<file path="src/csd_pkg.sv">
// shared types, constants and digit helpers for the seven-segment serial driver
`default_nettype none
package csd_pkg;

	localparam int FRAME_BYTES = 6;
	localparam int FRAME_BITS  = FRAME_BYTES * 8;
	localparam int CNT_W       = $clog2(FRAME_BITS + 1);

	// frame request selectors
	localparam logic [1:0] OP_TICK    = 2'd0;
	localparam logic [1:0] OP_ALL_OFF = 2'd1;
	localparam logic [1:0] OP_ALL_ON  = 2'd2;
	localparam logic [1:0] OP_PATTERN = 2'd3;

	// fill bytes for the test frames
	localparam logic [7:0] FILL_OFF     = 8'h00;
	localparam logic [7:0] FILL_ON      = 8'hff;
	localparam logic [7:0] FILL_PATTERN = 8'h55;
	localparam logic [7:0] BLANK_BYTE   = 8'h00;

	localparam int COLON_POS = 7;

	// one queued frame: serial bits, byte 0 in the top byte, plus latch flags
	typedef struct packed {
		logic [FRAME_BITS-1:0] bits;
		logic                  remote_req;
		logic                  local_req;
	} frame_t;

	// segment code of a decimal digit, blank for codes above nine
	function automatic logic [7:0] seg_code(input logic [3:0] d);
		logic [7:0] c;
		case (d)
			4'd0:    c = 8'h3f;
			4'd1:    c = 8'h06;
			4'd2:    c = 8'h5b;
			4'd3:    c = 8'h4f;
			4'd4:    c = 8'h66;
			4'd5:    c = 8'h6d;
			4'd6:    c = 8'h7d;
			4'd7:    c = 8'h07;
			4'd8:    c = 8'h7f;
			4'd9:    c = 8'h6f;
			default: c = 8'h00;
		endcase
		return c;
	endfunction

	// tens digit of a six-bit value, at most six
	function automatic logic [2:0] tens_of(input logic [5:0] v);
		logic [2:0] t;
		if (v >= 6'd60)      t = 3'd6;
		else if (v >= 6'd50) t = 3'd5;
		else if (v >= 6'd40) t = 3'd4;
		else if (v >= 6'd30) t = 3'd3;
		else if (v >= 6'd20) t = 3'd2;
		else if (v >= 6'd10) t = 3'd1;
		else                 t = 3'd0;
		return t;
	endfunction

	// ones digit given the tens digit
	function automatic logic [3:0] ones_of(input logic [5:0] v, input logic [2:0] t);
		logic [5:0] tx10;
		logic [5:0] r;
		tx10 = {t, 3'b000} + {2'b00, t, 1'b0};
		r    = v - tx10;
		return r[3:0];
	endfunction

endpackage
`default_nettype wire

</file>
<file path="src/csd_if.sv">
// channel interfaces: frame requests, serial results and configuration writes
`default_nettype none
interface csd_req_if;
	logic       valid;
	logic       ready;
	logic [1:0] op;
	logic [4:0] hours;
	logic [5:0] minutes;
	logic [5:0] seconds;
	logic       link_up;
	logic       remote_synced;

	modport source (output valid, op, hours, minutes, seconds, link_up, remote_synced,
		input ready);
	modport sink (input valid, op, hours, minutes, seconds, link_up, remote_synced,
		output ready);
endinterface

interface csd_res_if;
	logic valid;
	logic ready;
	logic serial_data;
	logic latch_pulse;
	logic remote_sync_request;
	logic local_sync_request;

	modport source (output valid, serial_data, latch_pulse, remote_sync_request,
		local_sync_request, input ready);
	modport sink (input valid, serial_data, latch_pulse, remote_sync_request,
		local_sync_request, output ready);
endinterface

interface csd_cfg_if;
	logic valid;
	logic ready;
	logic data;

	modport source (output valid, data, input ready);
	modport sink (input valid, data, output ready);
endinterface
`default_nettype wire

</file>
<file path="src/csd_front.sv">
// front end: takes frame requests, builds the 48-bit frame and sync flags
`default_nettype none
module csd_front (
	input  wire logic          clk,
	input  wire logic          arst_n,
	csd_req_if.sink            req,
	csd_cfg_if.sink            cfg,
	input  wire logic          q_full,
	output csd_pkg::frame_t    push_data,
	output logic               push
);
	import csd_pkg::*;

	logic       seconds_hidden_q;
	logic       tick_parity_q;
	logic       parity_next;
	logic       is_tick;
	logic [2:0] h_t;
	logic [3:0] h_o;
	logic [2:0] m_t;
	logic [3:0] m_o;
	logic [2:0] s_t;
	logic [3:0] s_o;
	logic [7:0] b0, b1, b2, b3, b4, b5;
	logic [7:0] fill;

	assign cfg.ready = 1'b1;
	assign req.ready = !q_full;
	assign push      = req.valid && req.ready;
	assign is_tick   = (req.op == OP_TICK);

	// configuration register
	always_ff @(posedge clk or negedge arst_n) begin
		if (!arst_n) begin
			seconds_hidden_q <= 1'b0;
		end else if (cfg.valid && cfg.ready) begin
			seconds_hidden_q <= cfg.data;
		end
	end

	// tick parity flips on each accepted clock tick
	assign parity_next = tick_parity_q ^ is_tick;

	always_ff @(posedge clk or negedge arst_n) begin
		if (!arst_n) begin
			tick_parity_q <= 1'b0;
		end else if (push) begin
			tick_parity_q <= parity_next;
		end
	end

	// digit split
	always_comb begin
		h_t = tens_of({1'b0, req.hours});
		h_o = ones_of({1'b0, req.hours}, h_t);
		m_t = tens_of(req.minutes);
		m_o = ones_of(req.minutes, m_t);
		s_t = tens_of(req.seconds);
		s_o = ones_of(req.seconds, s_t);
	end

	// frame assembly
	always_comb begin
		case (req.op)
			OP_ALL_OFF: fill = FILL_OFF;
			OP_ALL_ON:  fill = FILL_ON;
			OP_PATTERN: fill = FILL_PATTERN;
			default:    fill = FILL_OFF;
		endcase
		b0 = fill;
		b1 = fill;
		b2 = fill;
		b3 = fill;
		b4 = fill;
		b5 = fill;
		push_data.remote_req = 1'b0;
		push_data.local_req  = 1'b0;
		if (is_tick) begin
			b0 = seg_code({1'b0, h_t});
			b1 = seg_code(h_o);
			b2 = seg_code({1'b0, m_t});
			b3 = seg_code(m_o);
			if (!seconds_hidden_q) begin
				b4 = seg_code(s_o);
				b5 = seg_code({1'b0, s_t});
				b2[COLON_POS] = 1'b1;
			end else begin
				b4 = BLANK_BYTE;
				b5 = BLANK_BYTE;
				b2[COLON_POS] = !parity_next;
			end
			push_data.remote_req = (s_o == 4'd0) && req.link_up && !req.remote_synced;
			push_data.local_req  = !req.seconds[0] && req.link_up;
		end
		push_data.bits = {b0, b1, b2, b3, b4, b5};
	end

endmodule
`default_nettype wire

</file>
<file path="src/csd_queue.sv">
// short frame queue between front and back ends
`default_nettype none
module csd_queue #(
	parameter int DEPTH = 2
) (
	input  wire logic             clk,
	input  wire logic             arst_n,
	input  wire logic             push,
	input  wire csd_pkg::frame_t  push_data,
	input  wire logic             pop,
	output csd_pkg::frame_t       pop_data,
	output logic                  full,
	output logic                  empty
);
	import csd_pkg::*;

	localparam int AW = (DEPTH > 1) ? $clog2(DEPTH) : 1;
	localparam int CW = $clog2(DEPTH + 1);
	localparam logic [AW-1:0] LAST_PTR = AW'(DEPTH - 1);
	localparam logic [CW-1:0] FULL_CNT = CW'(DEPTH);

	frame_t          entry_q [DEPTH];
	logic [AW-1:0]   wr_ptr_q;
	logic [AW-1:0]   rd_ptr_q;
	logic [CW-1:0]   count_q;
	logic            do_push;
	logic            do_pop;

	assign full     = (count_q == FULL_CNT);
	assign empty    = (count_q == '0);
	assign do_push  = push && !full;
	assign do_pop   = pop && !empty;
	assign pop_data = entry_q[rd_ptr_q];

	// storage
	always_ff @(posedge clk) begin
		if (do_push) begin
			entry_q[wr_ptr_q] <= push_data;
		end
	end

	// pointers and fill count
	always_ff @(posedge clk or negedge arst_n) begin
		if (!arst_n) begin
			wr_ptr_q <= '0;
			rd_ptr_q <= '0;
			count_q  <= '0;
		end else begin
			if (do_push) begin
				wr_ptr_q <= (wr_ptr_q == LAST_PTR) ? '0 : wr_ptr_q + 1'b1;
			end
			if (do_pop) begin
				rd_ptr_q <= (rd_ptr_q == LAST_PTR) ? '0 : rd_ptr_q + 1'b1;
			end
			if (do_push && !do_pop) begin
				count_q <= count_q + 1'b1;
			end else if (do_pop && !do_push) begin
				count_q <= count_q - 1'b1;
			end
		end
	end

endmodule
`default_nettype wire

</file>
<file path="src/csd_back.sv">
// back end: shifts a frame out MSB first, then the latch beat
`default_nettype none
module csd_back (
	input  wire logic             clk,
	input  wire logic             arst_n,
	input  wire logic             q_empty,
	input  wire csd_pkg::frame_t  q_data,
	output logic                  pop,
	csd_res_if.source             res
);
	import csd_pkg::*;

	localparam logic [CNT_W-1:0] LAST_IDX = CNT_W'(FRAME_BITS);

	logic [FRAME_BITS-1:0] shift_q;
	logic                  remote_q;
	logic                  local_q;
	logic [CNT_W-1:0]      idx_q;
	logic                  active_q;
	logic                  out_valid_q;
	logic                  serial_q;
	logic                  latch_q;
	logic                  remote_out_q;
	logic                  local_out_q;
	logic                  adv;
	logic                  last;

	assign adv  = !out_valid_q || res.ready;
	assign last = active_q && (idx_q == LAST_IDX);
	assign pop  = adv && (!active_q || last) && !q_empty;

	assign res.valid               = out_valid_q;
	assign res.serial_data         = serial_q;
	assign res.latch_pulse         = latch_q;
	assign res.remote_sync_request = remote_out_q;
	assign res.local_sync_request  = local_out_q;

	// sequencing control
	always_ff @(posedge clk or negedge arst_n) begin
		if (!arst_n) begin
			active_q    <= 1'b0;
			idx_q       <= '0;
			out_valid_q <= 1'b0;
		end else if (adv) begin
			out_valid_q <= active_q;
			if (pop) begin
				active_q <= 1'b1;
				idx_q    <= '0;
			end else if (last) begin
				active_q <= 1'b0;
			end else if (active_q) begin
				idx_q <= idx_q + 1'b1;
			end
		end
	end

	// frame shifter and output beat register
	always_ff @(posedge clk) begin
		if (adv) begin
			if (active_q) begin
				serial_q     <= last ? 1'b1 : shift_q[FRAME_BITS-1];
				latch_q      <= last;
				remote_out_q <= last && remote_q;
				local_out_q  <= last && local_q;
			end
			if (pop) begin
				shift_q  <= q_data.bits;
				remote_q <= q_data.remote_req;
				local_q  <= q_data.local_req;
			end else if (active_q) begin
				shift_q <= {shift_q[FRAME_BITS-2:0], 1'b0};
			end
		end
	end

endmodule
`default_nettype wire

</file>
<file path="src/clock_seven_segment_serial_driver_unit.sv">
// top level of the seven-segment clock serial driver
//
// req carries one frame request per beat: a clock tick with the time, or a
// fixed fill frame (all off, all on, 0x55 pattern). Each request yields 49
// beats on res: 48 data bits, byte 0 first, MSB first, then one latch beat
// with serial_data high and latch_pulse set. On the latch beat of a clock
// tick the remote and local time-sync request flags are valid.
// cfg writes seconds_hidden; it is always ready and should be written only
// while no frame is in flight.
// The front end builds the frame in the cycle the request is taken and puts
// it in a short queue; the back end shifter emits one beat per cycle while res
// is ready, so frames follow back to back. An idle request's frame passes
// through the queue and the shift register before its first data beat is
// registered on res. req stays ready while the queue has room, so up to
// QUEUE_DEPTH frames may wait while the shifter is busy. A stall on res
// freezes the shifter and the held beat; nothing is lost. Reset empties the
// queue, clears the tick parity and seconds_hidden, and drops res.valid.
`default_nettype none
module clock_seven_segment_serial_driver_unit #(
	parameter int QUEUE_DEPTH = 2
) (
	input  wire logic  clk,
	input  wire logic  arst_n,
	csd_req_if.sink    req,
	csd_res_if.source  res,
	csd_cfg_if.sink    cfg
);
	import csd_pkg::*;

	frame_t push_data;
	frame_t pop_data;
	logic   push;
	logic   pop;
	logic   q_full;
	logic   q_empty;

	csd_front u_front (
		.clk       (clk),
		.arst_n    (arst_n),
		.req       (req),
		.cfg       (cfg),
		.q_full    (q_full),
		.push_data (push_data),
		.push      (push)
	);

	csd_queue #(
		.DEPTH (QUEUE_DEPTH)
	) u_queue (
		.clk       (clk),
		.arst_n    (arst_n),
		.push      (push),
		.push_data (push_data),
		.pop       (pop),
		.pop_data  (pop_data),
		.full      (q_full),
		.empty     (q_empty)
	);

	csd_back u_back (
		.clk     (clk),
		.arst_n  (arst_n),
		.q_empty (q_empty),
		.q_data  (pop_data),
		.pop     (pop),
		.res     (res)
	);

endmodule
`default_nettype wire
</file>
<file path="src/flat_wrapper.sv">
// flat-port wrapper written by rule: the top's interface ports become plain ports
module clock_seven_segment_serial_driver_unit_flat import csd_pkg::*;
#(
	parameter int QUEUE_DEPTH = 2
)
  (clk, arst_n, req_valid, req_op, req_hours, req_minutes, req_seconds, req_link_up, req_remote_synced, req_ready, res_valid, res_serial_data, res_latch_pulse, res_remote_sync_request, res_local_sync_request, res_ready, cfg_valid, cfg_data, cfg_ready);
  csd_req_if req_i ();
  csd_res_if res_i ();
  csd_cfg_if cfg_i ();
  input  wire logic clk;
  input  wire logic arst_n;
  input wire logic [$bits(req_i.valid)-1:0] req_valid;
  input wire logic [$bits(req_i.op)-1:0] req_op;
  input wire logic [$bits(req_i.hours)-1:0] req_hours;
  input wire logic [$bits(req_i.minutes)-1:0] req_minutes;
  input wire logic [$bits(req_i.seconds)-1:0] req_seconds;
  input wire logic [$bits(req_i.link_up)-1:0] req_link_up;
  input wire logic [$bits(req_i.remote_synced)-1:0] req_remote_synced;
  output wire logic [$bits(req_i.ready)-1:0] req_ready;
  output wire logic [$bits(res_i.valid)-1:0] res_valid;
  output wire logic [$bits(res_i.serial_data)-1:0] res_serial_data;
  output wire logic [$bits(res_i.latch_pulse)-1:0] res_latch_pulse;
  output wire logic [$bits(res_i.remote_sync_request)-1:0] res_remote_sync_request;
  output wire logic [$bits(res_i.local_sync_request)-1:0] res_local_sync_request;
  input wire logic [$bits(res_i.ready)-1:0] res_ready;
  input wire logic [$bits(cfg_i.valid)-1:0] cfg_valid;
  input wire logic [$bits(cfg_i.data)-1:0] cfg_data;
  output wire logic [$bits(cfg_i.ready)-1:0] cfg_ready;
  assign req_i.valid = req_valid;
  assign req_i.op = req_op;
  assign req_i.hours = req_hours;
  assign req_i.minutes = req_minutes;
  assign req_i.seconds = req_seconds;
  assign req_i.link_up = req_link_up;
  assign req_i.remote_synced = req_remote_synced;
  assign req_ready = req_i.ready;
  assign res_valid = res_i.valid;
  assign res_serial_data = res_i.serial_data;
  assign res_latch_pulse = res_i.latch_pulse;
  assign res_remote_sync_request = res_i.remote_sync_request;
  assign res_local_sync_request = res_i.local_sync_request;
  assign res_i.ready = res_ready;
  assign cfg_i.valid = cfg_valid;
  assign cfg_i.data = cfg_data;
  assign cfg_ready = cfg_i.ready;
  clock_seven_segment_serial_driver_unit #(.QUEUE_DEPTH(QUEUE_DEPTH)) u_core (.clk(clk), .arst_n(arst_n), .req(req_i), .res(res_i), .cfg(cfg_i));
endmodule
</file>
<file path="config.mk">
export PLATFORM = sky130hd
export DESIGN_NAME = clock_seven_segment_serial_driver_unit_flat
export DESIGN_NICKNAME = d
export VERILOG_FILES = /design/src/csd_pkg.sv /design/src/csd_if.sv /design/src/csd_front.sv /design/src/csd_queue.sv /design/src/csd_back.sv /design/src/clock_seven_segment_serial_driver_unit.sv /design/src/flat_wrapper.sv
export SDC_FILE = /design/constraint.sdc
export NUM_CORES = 1
export LEC_CHECK = 0
export ABC_AREA = 1
export BUFFER_PORTS_ARGS = -buffer_cell sky130_fd_sc_hd__buf_4
export CELL_PAD_IN_SITES_DETAIL_PLACEMENT = 0
export CELL_PAD_IN_SITES_GLOBAL_PLACEMENT = 1
export CORE_MARGIN = 2
export CORE_UTILIZATION = 40
export DETAILED_ROUTE_END_ITERATION = 10
export PLACE_DENSITY = 0.68
export SETUP_SLACK_MARGIN = 0.3
export SYNTH_ARGS = -nofsm -noshare
export SYNTH_HDL_FRONTEND = slang
export SYNTH_SLANG_ARGS = --single-unit
</file>
<file path="constraint.sdc">
create_clock -name clk -period 5.28 [get_ports clk]
set_input_delay 1.584 -clock clk [delete_from_list [all_inputs] [get_ports clk]]
set_output_delay 1.584 -clock clk [all_outputs]
set_load 0.005 [all_outputs]
</file>
# Word level (Yosys, flattened, before mapping)
# Memories as Yosys holds them, arrays and structs flattened.
# Cells that the tools add are included.
[classes]
addsub = 11
n_lt_le_gt_ge = 18
eq_ne = 5
n_mux = 42
bitwise = 1
n_reduce_logical = 35
[ops]
columns = ["cell", "count"]
rows = [
  ["$mux 48", 2],
  ["$mux 8", 8],
  ["$ge 6x6->1 const B", 6],
  ["$mux 3", 9],
  ["$ge 6x5->1 const B", 4],
  ["$ge 5x6->1 const B", 3],
  ["$mux 2", 9],
  ["$mux 6", 3],
  ["$pmux 8 s2", 1],
  ["$logic_and 1x1->1", 13],
  ["$add 4x4->4", 3],
  ["$ge 6x4->1 const B", 2],
  ["$sub 4x4->4", 3],
  ["$ge 5x5->1 const B", 2],
  ["$mux 1", 10],
  ["$logic_not 1->1", 9],
  ["$reduce_and 2->1", 4],
  ["$add 6x1->6 const B", 1],
  ["$eq 2x2->1 const B", 3],
  ["$eq 6x6->1 const B", 1],
  ["$reduce_bool 2->1", 3],
  ["$ge 5x4->1 const B", 1],
  ["$logic_not 2->1", 2],
  ["$logic_not 4->1", 1],
  ["7 further kinds", 9],
]
[totals]
register_bits = 68
ramBits = 100
mem_bits_ro = 504
output_inout_bits = 7
mem_count = 7
[mem_list]
columns = ["memory", "depth", "width", "read_ports", "rd_ports_with_merged_regs", "write_ports", "line_no", "text"]
rows = [
  ["(no name shown)", 16, 7, 1, 0, 0, "csd_pkg.sv:33", "case (d)"],
  ["(no name shown)", 16, 7, 1, 0, 0, "csd_pkg.sv:33", ""],
  ["(no name shown)", 16, 7, 1, 0, 0, "csd_pkg.sv:33", ""],
  ["u_core.u_queue.entry_q", 2, 50, 1, 0, 1, "csd_queue.sv:22", "frame_t entry_q [DEPTH];"],
  ["(no name shown)", 8, 7, 1, 0, 0, "csd_pkg.sv:33", ""],
  ["(no name shown)", 8, 7, 1, 0, 0, "csd_pkg.sv:33", ""],
  ["1 more memories", "n/a", "n/a", "n/a", "n/a", "n/a", "n/a", ""],
]

# Logic depth before layout (Yosys ltp)
# Gate-level depths: netlist of run 1.
[logic_depth]
word_depth = 13
ltp_mapped = 20
ltp_nobuf = 20

# Hierarchy
# Synthesis of run 1 repeated with hierarchy kept, for this count alone.
[unflattened]
hier_cells = 913
hier_area_um2 = 8659.6
[modules_own_cells]
columns = ["module", "n_inst", "cells_each", "area_each_um2"]
rows = [
  ["csd_queue", 1, 293, 3886.2],
  ["csd_back", 1, 280, 2753.9],
  ["csd_front", 1, 340, 2019.4],
]

# Least setup slack after synthesis of run 1
# No wires, ideal clock.
[synth_timing]
path_kind = "input port to flip-flop"
from = "input res_ready"
to = "register u_core.u_back.shift_q[0] (enable)"
setup_time_ns = 0.520
arrival_ns = 5.065
required_time_ns = 4.760
path_slack_ns = -0.305
path_stages = 2
cell_sequence = "nor2_1 o21ai_0"
[synth_between]
elab_chain_len = 5
[synth_lines]
columns = ["item", "line_no", "text"]
rows = [
  ["from (decl)", "flat_wrapper.sv:25", "input wire logic [$bits(res_i.ready)-1:0] res_ready;"],
  ["$logic_or 1x1->1 *", "csd_back.sv:28", "assign adv = !out_valid_q || res.ready;"],
  ["$logic_and 1x1->1 (2 in a row)", "csd_back.sv:30", "assign pop = adv && (!active_q || last) && !q_empty;"],
  ["$reduce_bool 2->1 (no source line)", "n/a", ""],
  ["$reduce_and 2->1 (no source line) *", "n/a", ""],
  ["to (signal assigned)", "csd_back.sv:67", "shift_q <= q_data.bits;"],
  ["to (signal assigned)", "csd_back.sv:71", "shift_q <= {shift_q[FRAME_BITS-2:0], 1'b0};"],
  ["to (decl)", "csd_back.sv:15", "logic [FRAME_BITS-1:0] shift_q;"],
]
# Mark *: on every way between the ends. The rest lies on a longest branch, timed or not.
# A chain may end at the register's enable or synchronous reset.

==> results of run 1 <==
synthesized netlist by cell type (2+ instances only):
cell,instances
a31oi_1,50
nor2_2,2
nor2_1,81
clkinv_1,2
o21ai_2,2
o21ai_0,28
or2_2,5
buf_2,8
ha_1,43
nand2_1,221
buf_4,3
nand3_2,10
xor2_1,7
edfxtp_1,146
nand4_1,3
dfrtp_1,14
inv_1,55
xnor2_1,3
nand3_4,2
a21oi_1,15
nand2_4,2
nand2_2,6
or2_1,3
clkbuf_1,12
inv_2,12
nand3_1,23
worst max-delay path by stage:
stage,from,endpoint,cells past startpoint
after floorplan,res_ready,u_core.u_back.shift_q[0],2
after global placement,req_minutes[3],u_core.u_queue.entry_q[0][24],18
after detailed placement,req_minutes[3],u_core.u_queue.entry_q[1][24],18
after CTS,req_minutes[3],u_core.u_queue.entry_q[1][24],18
after global routing,req_minutes[3],u_core.u_queue.entry_q[1][24],18
final,req_seconds[4],u_core.u_queue.entry_q[1][15],11
metrics by stage:
step                      hold slack (ns)  util [%]  power, mW
after floorplan                    0.4365         -      2.756
after global placement             0.4563     43.50      3.034
after detailed placement           0.4563     43.50      3.074
after CTS                          0.4684     46.80      4.405
after global routing               0.4910     46.80      4.626
final                              0.4668     46.80      4.356
cell usage in the layout, fill, tap and decap left out, types with 12 or more instances in the layout:
cell type,netlist,routed
nand2_1,221,221
edfxtp_1,146,146
nor2_1,81,79
inv_1,55,55
a31oi_1,50,50
ha_1,43,43
buf_4,3,40
o21ai_0,28,27
nand3_1,23,23
clkbuf_16,0,17
a21oi_1,15,15
dfrtp_1,14,14
inv_2,12,12
kinds of logic after synthesis:
group | Yosys count | share of synthesized area (%)
AOI/OAI and AO/OA | 102 | 7.536
xor gates and xnor gates | 10 | 1.106
adders and majority gates | 43 | 6.793
buffers and inverters | 93 | 4.676
DFF | 160 | 59.78
other | 1 | 0.04735
and+or+nand+nor | 365 | 20.06
where the power goes:
part	internal, mW	total (mW)	switching (mW)
sequential	1.88	2.00	0.117
clock	0.836	1.33	0.493
combinational	0.328	1.03	0.698
state kept, by name (all words and copies together) (netlist names), 2 cells and up:
name	flops
u_core.u_queue.entry_q	92
u_core.u_back.shift_q	48
u_core.u_queue.count_q	2
u_core.u_back.idx_q	6
critical path, delay by kind of cell:
family | cells | cell delay (ns)
AO/OA/AOI/OAI | 3 | 0.88
AND/OR/NAND/NOR | 5 | 0.64
adder cells (fa/ha/maj) | 1 | 0.35
buffers and inverters | 2 | 0.24
routing by layer:
layer	up-vias	part of all wire (%)	track usage, %
met5	-	0	0
met4	0	0.99	5.621
met3	15	3.5	2.665
met2	78	47	25.84
met1	2456	48	21.61
li1	2689	-	-
layout make-up:
| cell class | count | share of cell area [%] |
|---|---|---|
| Clock buffer | 17 | 4.671 |
| Tap cell | 265 | 3.641 |
| Inverter | 69 | 2.844 |
| Clock inverter | 14 | 2.363 |
| Multi-Input combinational cell | 521 | 31.20 |
| Sequential cell | 160 | 51.99 |
| Timing Repair Buffer | 40 | 3.297 |
==> impl_summary.log, run 1 <==
[metrics] clock tree from TritonCTS: built
[metrics] count of clock tree sinks: 160
[metrics] total negative slack: 0 ns
[metrics] area fraction of the dominant cell type after synthesis: 55.36%
[metrics] remaining routing DRC violations: 0
[metrics] biggest area contributors in the synthesized netlist: edfxtp_1, nand2_1, ha_1
[metrics] launch point of the worst reg-to-reg path: u_core.u_back.idx_q[0]
[metrics] number of fill cells in the layout: 1798
[metrics] final-report setup violation count: 0
[metrics] Post-Route Skew: 0.009204 ns
[metrics] path depth of the worst reg2reg path: 11
[metrics] Inserted Diodes: 0
[metrics] end point of the most critical hold path: u_core.u_queue.count_q[0]
[metrics] maximum cell stage delay along the critical path: 0.43 ns
[metrics] library cell occupying the most area in the post-synthesis netlist: edfxtp_1
[metrics] Storage cell area: 0.004735 mm^2
[metrics] detailed-route wire length: 15500 um
[metrics] result of the run: finished, final reports clean
[metrics] Placement Setup Slack: 1.318 ns
[metrics] overall fraction of global-route tracks in use: 15.88%
[metrics] worst hold-check path type: reg -> reg
[metrics] initial cell density of the core: 40.69%
[metrics] cell count after synthesis: 774
[metrics] Yosys Warn Count: 0
[metrics] worst-skew pair later-pin latency: 0.42 ns
[metrics] post-route cell area: 0.009107 mm^2
[metrics] maximum fanout along the worst path: 6
[metrics] total of cells resized after clock tree synthesis: 0
[metrics] setup repair after global routing missed its margin: no
[metrics] Vias: 5238
[metrics] most used flip-flop cell after synthesis: edfxtp_1
[metrics] overflow left after global routing: 0
[metrics] clock transition at the registers of the reported paths: 0.06 ns
[metrics] area enclosed by the die boundary: 0.02094 mm^2
[metrics] io pins: 34
[metrics] Post-Syn Area: 0.007920 mm^2
[metrics] number of max-slew violations in the final report: 0
[metrics] flop2flop setup slack: 2.78 ns
[metrics] total placed instance area: 0.008467 mm^2
[metrics] post-CTS setup buffer count: 0
[metrics] end of the worst register-to-register path: u_core.u_queue.count_q[1]
[metrics] number of cells after detailed placement: 1055
[metrics] number of buffers inserted during clock tree synthesis: 17
[metrics] min-delay src: u_core.u_queue.count_q[0]
[metrics] clock root cell: clkbuf_16
[metrics] setup slack after layout: 1.739 ns
[metrics] HPWL after DPL: 10350 um
[metrics] number of vias per cell after detailed routing: 4.823
[metrics] number of search-and-repair iterations in the first detailed-routing pass: 4
[metrics] Hold Fails Final Rpt: 0
[metrics] Die Span Y: 144.7 um
[metrics] Period minus WS final: 3.541 ns
[metrics] Avg Synthesized Cell Area: 10.23 um^2
[metrics] worst slew margin relative to its limit: 42.66%
[metrics] number of register bits inferred by synthesis: 160
[metrics] first-pass GRT wire length: 25720 um
[metrics] Rows: 51
[metrics] wire per inst: 14.27 um
[metrics] Static Leak: 3.776 nW
[metrics] pin count of the biggest net entering global routing: 49
[metrics] Tightest Pin Transition: 0.8588 ns
[metrics] asr flop ratio synth: 8.750%
[metrics] Worst Path Arrival: 3.70 ns
[metrics] Die X-Extent: 144.7 um
[metrics] number of synthesized flops with an enable pin: 146
[metrics] I/O Buffers: 32
[metrics] cell at the slowest stage of the critical path: o21ai_0
[metrics] CTS HTree Levels: 4
[metrics] number of maximum-capacitance violations: 0
[metrics] Pwr per Cell Area: 478.3 mW/mm^2
[metrics] maximum clock path buffer count: 2
[metrics] area added between synthesis and finish: 14.99%
[metrics] CP Data Required Time: 5.44 ns
[metrics] post-route antenna net violation count: 0
[metrics] via count of the first global-routing pass: 5145
[metrics] share of cells above drive strength 1: 14.25%
[metrics] count of cells along the worst hold path: 1
[metrics] count of cell types in the netlist: 42
[metrics] post-layout instance count excluding filler cells: 1086
[metrics] final net count: 879
[metrics] area used by multi-input combinational logic: 0.002841 mm^2
[metrics] share of synthesized area occupied by flip-flops and latches: 59.78%
[metrics] routability cong.: 0.7943
[metrics] total core area: 0.01946 mm^2
[metrics] nature of the critical path endpoint: register
[metrics] number of hold buffers added after CTS: 0
[metrics] critical path class: in -> reg
[metrics] post-synthesis net count: 844
[metrics] chain of cells forming the critical path: buf_4 > o21a_1 > o21ai_0 > ha_1 > or2_1 > nand2_1 > inv_1 > o21ai_0 > nand3_1 > nand3_1 > nand2_1
[metrics] crit share post-route: 67.07%
[metrics] maximum vdd drop: 0.0002394 V
[metrics] initial antenna violation count: 0
[metrics] iteration-0 DRC count of the detailed router: 308
[metrics] startpoint class of the critical path: input pin
[metrics] max frequency: 282.4 MHz
Note: power is estimated with default switching activity, not from simulation.
==> run 2, diff against run 1 <==
Settings changed: ABC_AREA 1 to 0, PLACE_DENSITY 0.68 to 0.66.
Clock period 5.28 ns to 3.55 ns, I/O delays scaled along.
==> impl_summary.log, run 2 <==
[metrics] result of the run: finished, final reports clean
[metrics] pin count of the biggest net entering global routing: 60
[metrics] area enclosed by the die boundary: 0.02096 mm^2
[metrics] number of synthesized flops with an enable pin: 146
[metrics] initial cell density of the core: 40.74%
[metrics] io pins: 34
[metrics] most used flip-flop cell after synthesis: edfxtp_1
[metrics] chain of cells forming the critical path: buf_4 > nor3_1 > a31oi_1 > o21ai_1 > inv_1 > ha_1 > inv_1 > ha_1 > mux2_2 > o311ai_1
[metrics] worst-skew pair later-pin latency: 0.43 ns
[metrics] number of search-and-repair iterations in the first detailed-routing pass: 4
[metrics] crit share post-route: 83.64%
[metrics] number of buffers inserted during clock tree synthesis: 17
[metrics] number of vias per cell after detailed routing: 5.024
[metrics] Die Span Y: 144.8 um
[metrics] number of max-slew violations in the final report: 0
[metrics] Die X-Extent: 144.8 um
[metrics] worst slew margin relative to its limit: 46.91%
[metrics] maximum fanout along the worst path: 10
[metrics] biggest regs: u_core.u_queue.entry_q: 92 flops, u_core.u_back.shift_q: 48 flops, u_core.u_back.idx_q: 6 flops
[metrics] setup repair after global routing missed its margin: no
[metrics] critical path class: in -> reg
[metrics] clock tree from TritonCTS: built
[metrics] Post-Syn Area: 0.007929 mm^2
[metrics] startpoint class of the critical path: input pin
[metrics] count of cell types in the netlist: 67
[metrics] Inserted Diodes: 0
[metrics] share of synthesized area occupied by flip-flops and latches: 59.71%
[metrics] post-synthesis net count: 722
[metrics] asr flop ratio synth: 8.750%
[metrics] overflow left after global routing: 0
[metrics] clock root cell: clkbuf_16
[metrics] Commonest cells post-synth: edfxtp_1, nand2_1, o21ai_0
[metrics] Tightest Pin Transition: 0.7963 ns
[metrics] Worst Path Arrival: 3.18 ns
[metrics] largest register by flop count: u_core.u_queue.entry_q
[metrics] Hold Fails Final Rpt: 0
[metrics] biggest area contributors in the synthesized netlist: edfxtp_1, ha_1, mux2i_1
[metrics] HPWL after DPL: 9779 um
[metrics] first-pass GRT wire length: 24260 um
[metrics] share of cells above drive strength 1: 14.55%
[metrics] final-report setup violation count: 0
[metrics] number of hold buffers added after CTS: 0
[metrics] worst hold-check path type: in -> async
[metrics] remaining routing DRC violations: 0
[metrics] maximum cell stage delay along the critical path: 0.39 ns
[metrics] final net count: 758
[metrics] total core area: 0.01946 mm^2
[metrics] Static Leak: 3.744 nW
[metrics] clock transition at the registers of the reported paths: 0.06 ns
[metrics] max frequency: 336.8 MHz
[metrics] total negative slack: 0 ns
[metrics] post-route antenna net violation count: 0
[metrics] Rows: 51
[metrics] post-CTS setup buffer count: 0
[metrics] library cell occupying the most area in the post-synthesis netlist: edfxtp_1
[metrics] leading cell type in the layout, fill and taps excluded: edfxtp_1
[metrics] Pwr per Cell Area: 605.7 mW/mm^2
[metrics] CTS HTree Levels: 4
[metrics] detailed-route wire length: 15000 um
[metrics] overall fraction of global-route tracks in use: 15.12%
[metrics] area fraction of the dominant cell type after synthesis: 55.29%
[metrics] area added between synthesis and finish: 14.04%
[metrics] CP Data Required Time: 3.76 ns
[metrics] routability cong.: 0.8115
[metrics] number of maximum-capacitance violations: 0
[metrics] Period minus WS final: 2.969 ns
[metrics] Avg Synthesized Cell Area: 12.16 um^2
[metrics] Vias: 4853
[metrics] wire per inst: 15.53 um
[metrics] cell count after synthesis: 652
[metrics] count of clock tree sinks: 160
[metrics] number of register bits inferred by synthesis: 160
[metrics] I/O Buffers: 32
[metrics] Post-Route Skew: 0.01919 ns
[metrics] leading cell types in the layout, fill and taps excluded: edfxtp_1, nand2_1, o21ai_0, mux2i_1, buf_4
[metrics] total of cells resized after clock tree synthesis: 0
[metrics] maximum vdd drop: 0.0003397 V
[metrics] maximum clock path buffer count: 2
[metrics] Yosys Warn Count: 0
[metrics] total placed instance area: 0.008521 mm^2
[metrics] post-route cell area: 0.009042 mm^2
[metrics] nature of the critical path endpoint: register
[metrics] via count of the first global-routing pass: 4734
[metrics] cell at the slowest stage of the critical path: ha_1
[metrics] iteration-0 DRC count of the detailed router: 305
[metrics] max FFs per register: 92
[metrics] most frequent cell after synthesis: edfxtp_1
[metrics] initial antenna violation count: 0
[run 2: cell types whose count changed in the layout (fill, tap and decap cells not counted), sizes merged, moves of 32 or more]
| cell | previous run | this run |
|---|---|---|
| inv | 68 | 36 |
| nor2 | 84 | 28 |
| mux2i | 0 | 46 |
| o21ai | 31 | 72 |
| nand2 | 229 | 94 |
| a31oi | 50 | 4 |
[run 2: logic make-up (layout without fill, tap and decap cells)]
family	after synthesis	after routing	share of synthesized area [%]
compound gates	140	140	11.06
xor+xnor	19	19	2.099
fa+ha+maj	44	44	6.912
buf+inv	63	112	3.456
flops	160	160	59.71
mux	53	53	6.801
other cells	1	1	0.04730
simple gates	172	172	9.910
[run 2: per-stage QoR]
| step | hold slack (ns) | setup WS [ns] | utilization [%] | instances | total power [mW] |
|---|---|---|---|---|---|
| after floorplan | 0.4458 | 0.3105 | - | 652 | 3.546 |
| after global placement | 0.4689 | 0.1962 | 43.78 | 934 | 3.871 |
| after detailed placement | 0.4792 | 0.1394 | 43.78 | 934 | 3.921 |
| after CTS | 0.4801 | 0.5835 | 46.46 | 966 | 5.548 |
| after global routing | 0.4800 | 0.3884 | 46.46 | 966 | 5.775 |
| final | 0.4866 | 0.5808 | 46.46 | 966 | 5.477 |
[run 2: area by class of cell]
class / instances / area [um^2]
fillers: 1799 / 10420
flip-flops and latches: 160 / 4736
multi-input cells: 429 / 2980
clock buffers: 19 / 432.9
repair buffers: 46 / 345.3
well taps: 265 / 331.6
inverters: 34 / 127.6
clock inverters: 13 / 88.84
[run 2: path summary, 6_finish.rpt]
check / start / to / slack (ns) / cells after the start
min: arst_n / u_core.u_queue.wr_ptr_q / 0.49 / 1
max: req_seconds[4] / u_core.u_queue.entry_q[1][13] / 0.58 / 10
max in group asynchronous: arst_n / u_core.u_queue.rd_ptr_q / 2.86 / 1
min reg2reg: u_core.u_front.tick_parity_q / u_core.u_front.tick_parity_q / 0.49 / 1
min in group clk: u_core.u_front.tick_parity_q / u_core.u_front.tick_parity_q / 0.49 / 1
max reg2reg: u_core.u_back.idx_q[0] / u_core.u_queue.count_q[1] / 1.32 / 11
[run 2: critical path: cells and delay by family]
| family | cells | cell delay [ns] |
|---|---|---|
| fa+ha+maj | 2 | 0.67 |
| compound gates | 3 | 0.63 |
| buf+inv | 3 | 0.36 |
| mux | 1 | 0.27 |
| simple gates | 1 | 0.18 |
[run 2: where the power goes]
| part | leakage [nW] | internal (mW) | switching (mW) |
|---|---|---|---|
| combinational | 1.96 | 0.481 | 0.680 |
| clock | 0.249 | 0.892 | 0.730 |
| sequential | 1.54 | 2.50 | 0.193 |
[run 2: routing by layer]
layer	share of wire [%]	GRT usage (%)	up-vias
met4	1.1	5.365	0
li1	-	-	2441
met1	51	20.91	2338
met5	0	0	-
met2	46	23.83	65
met3	2.7	2.929	9
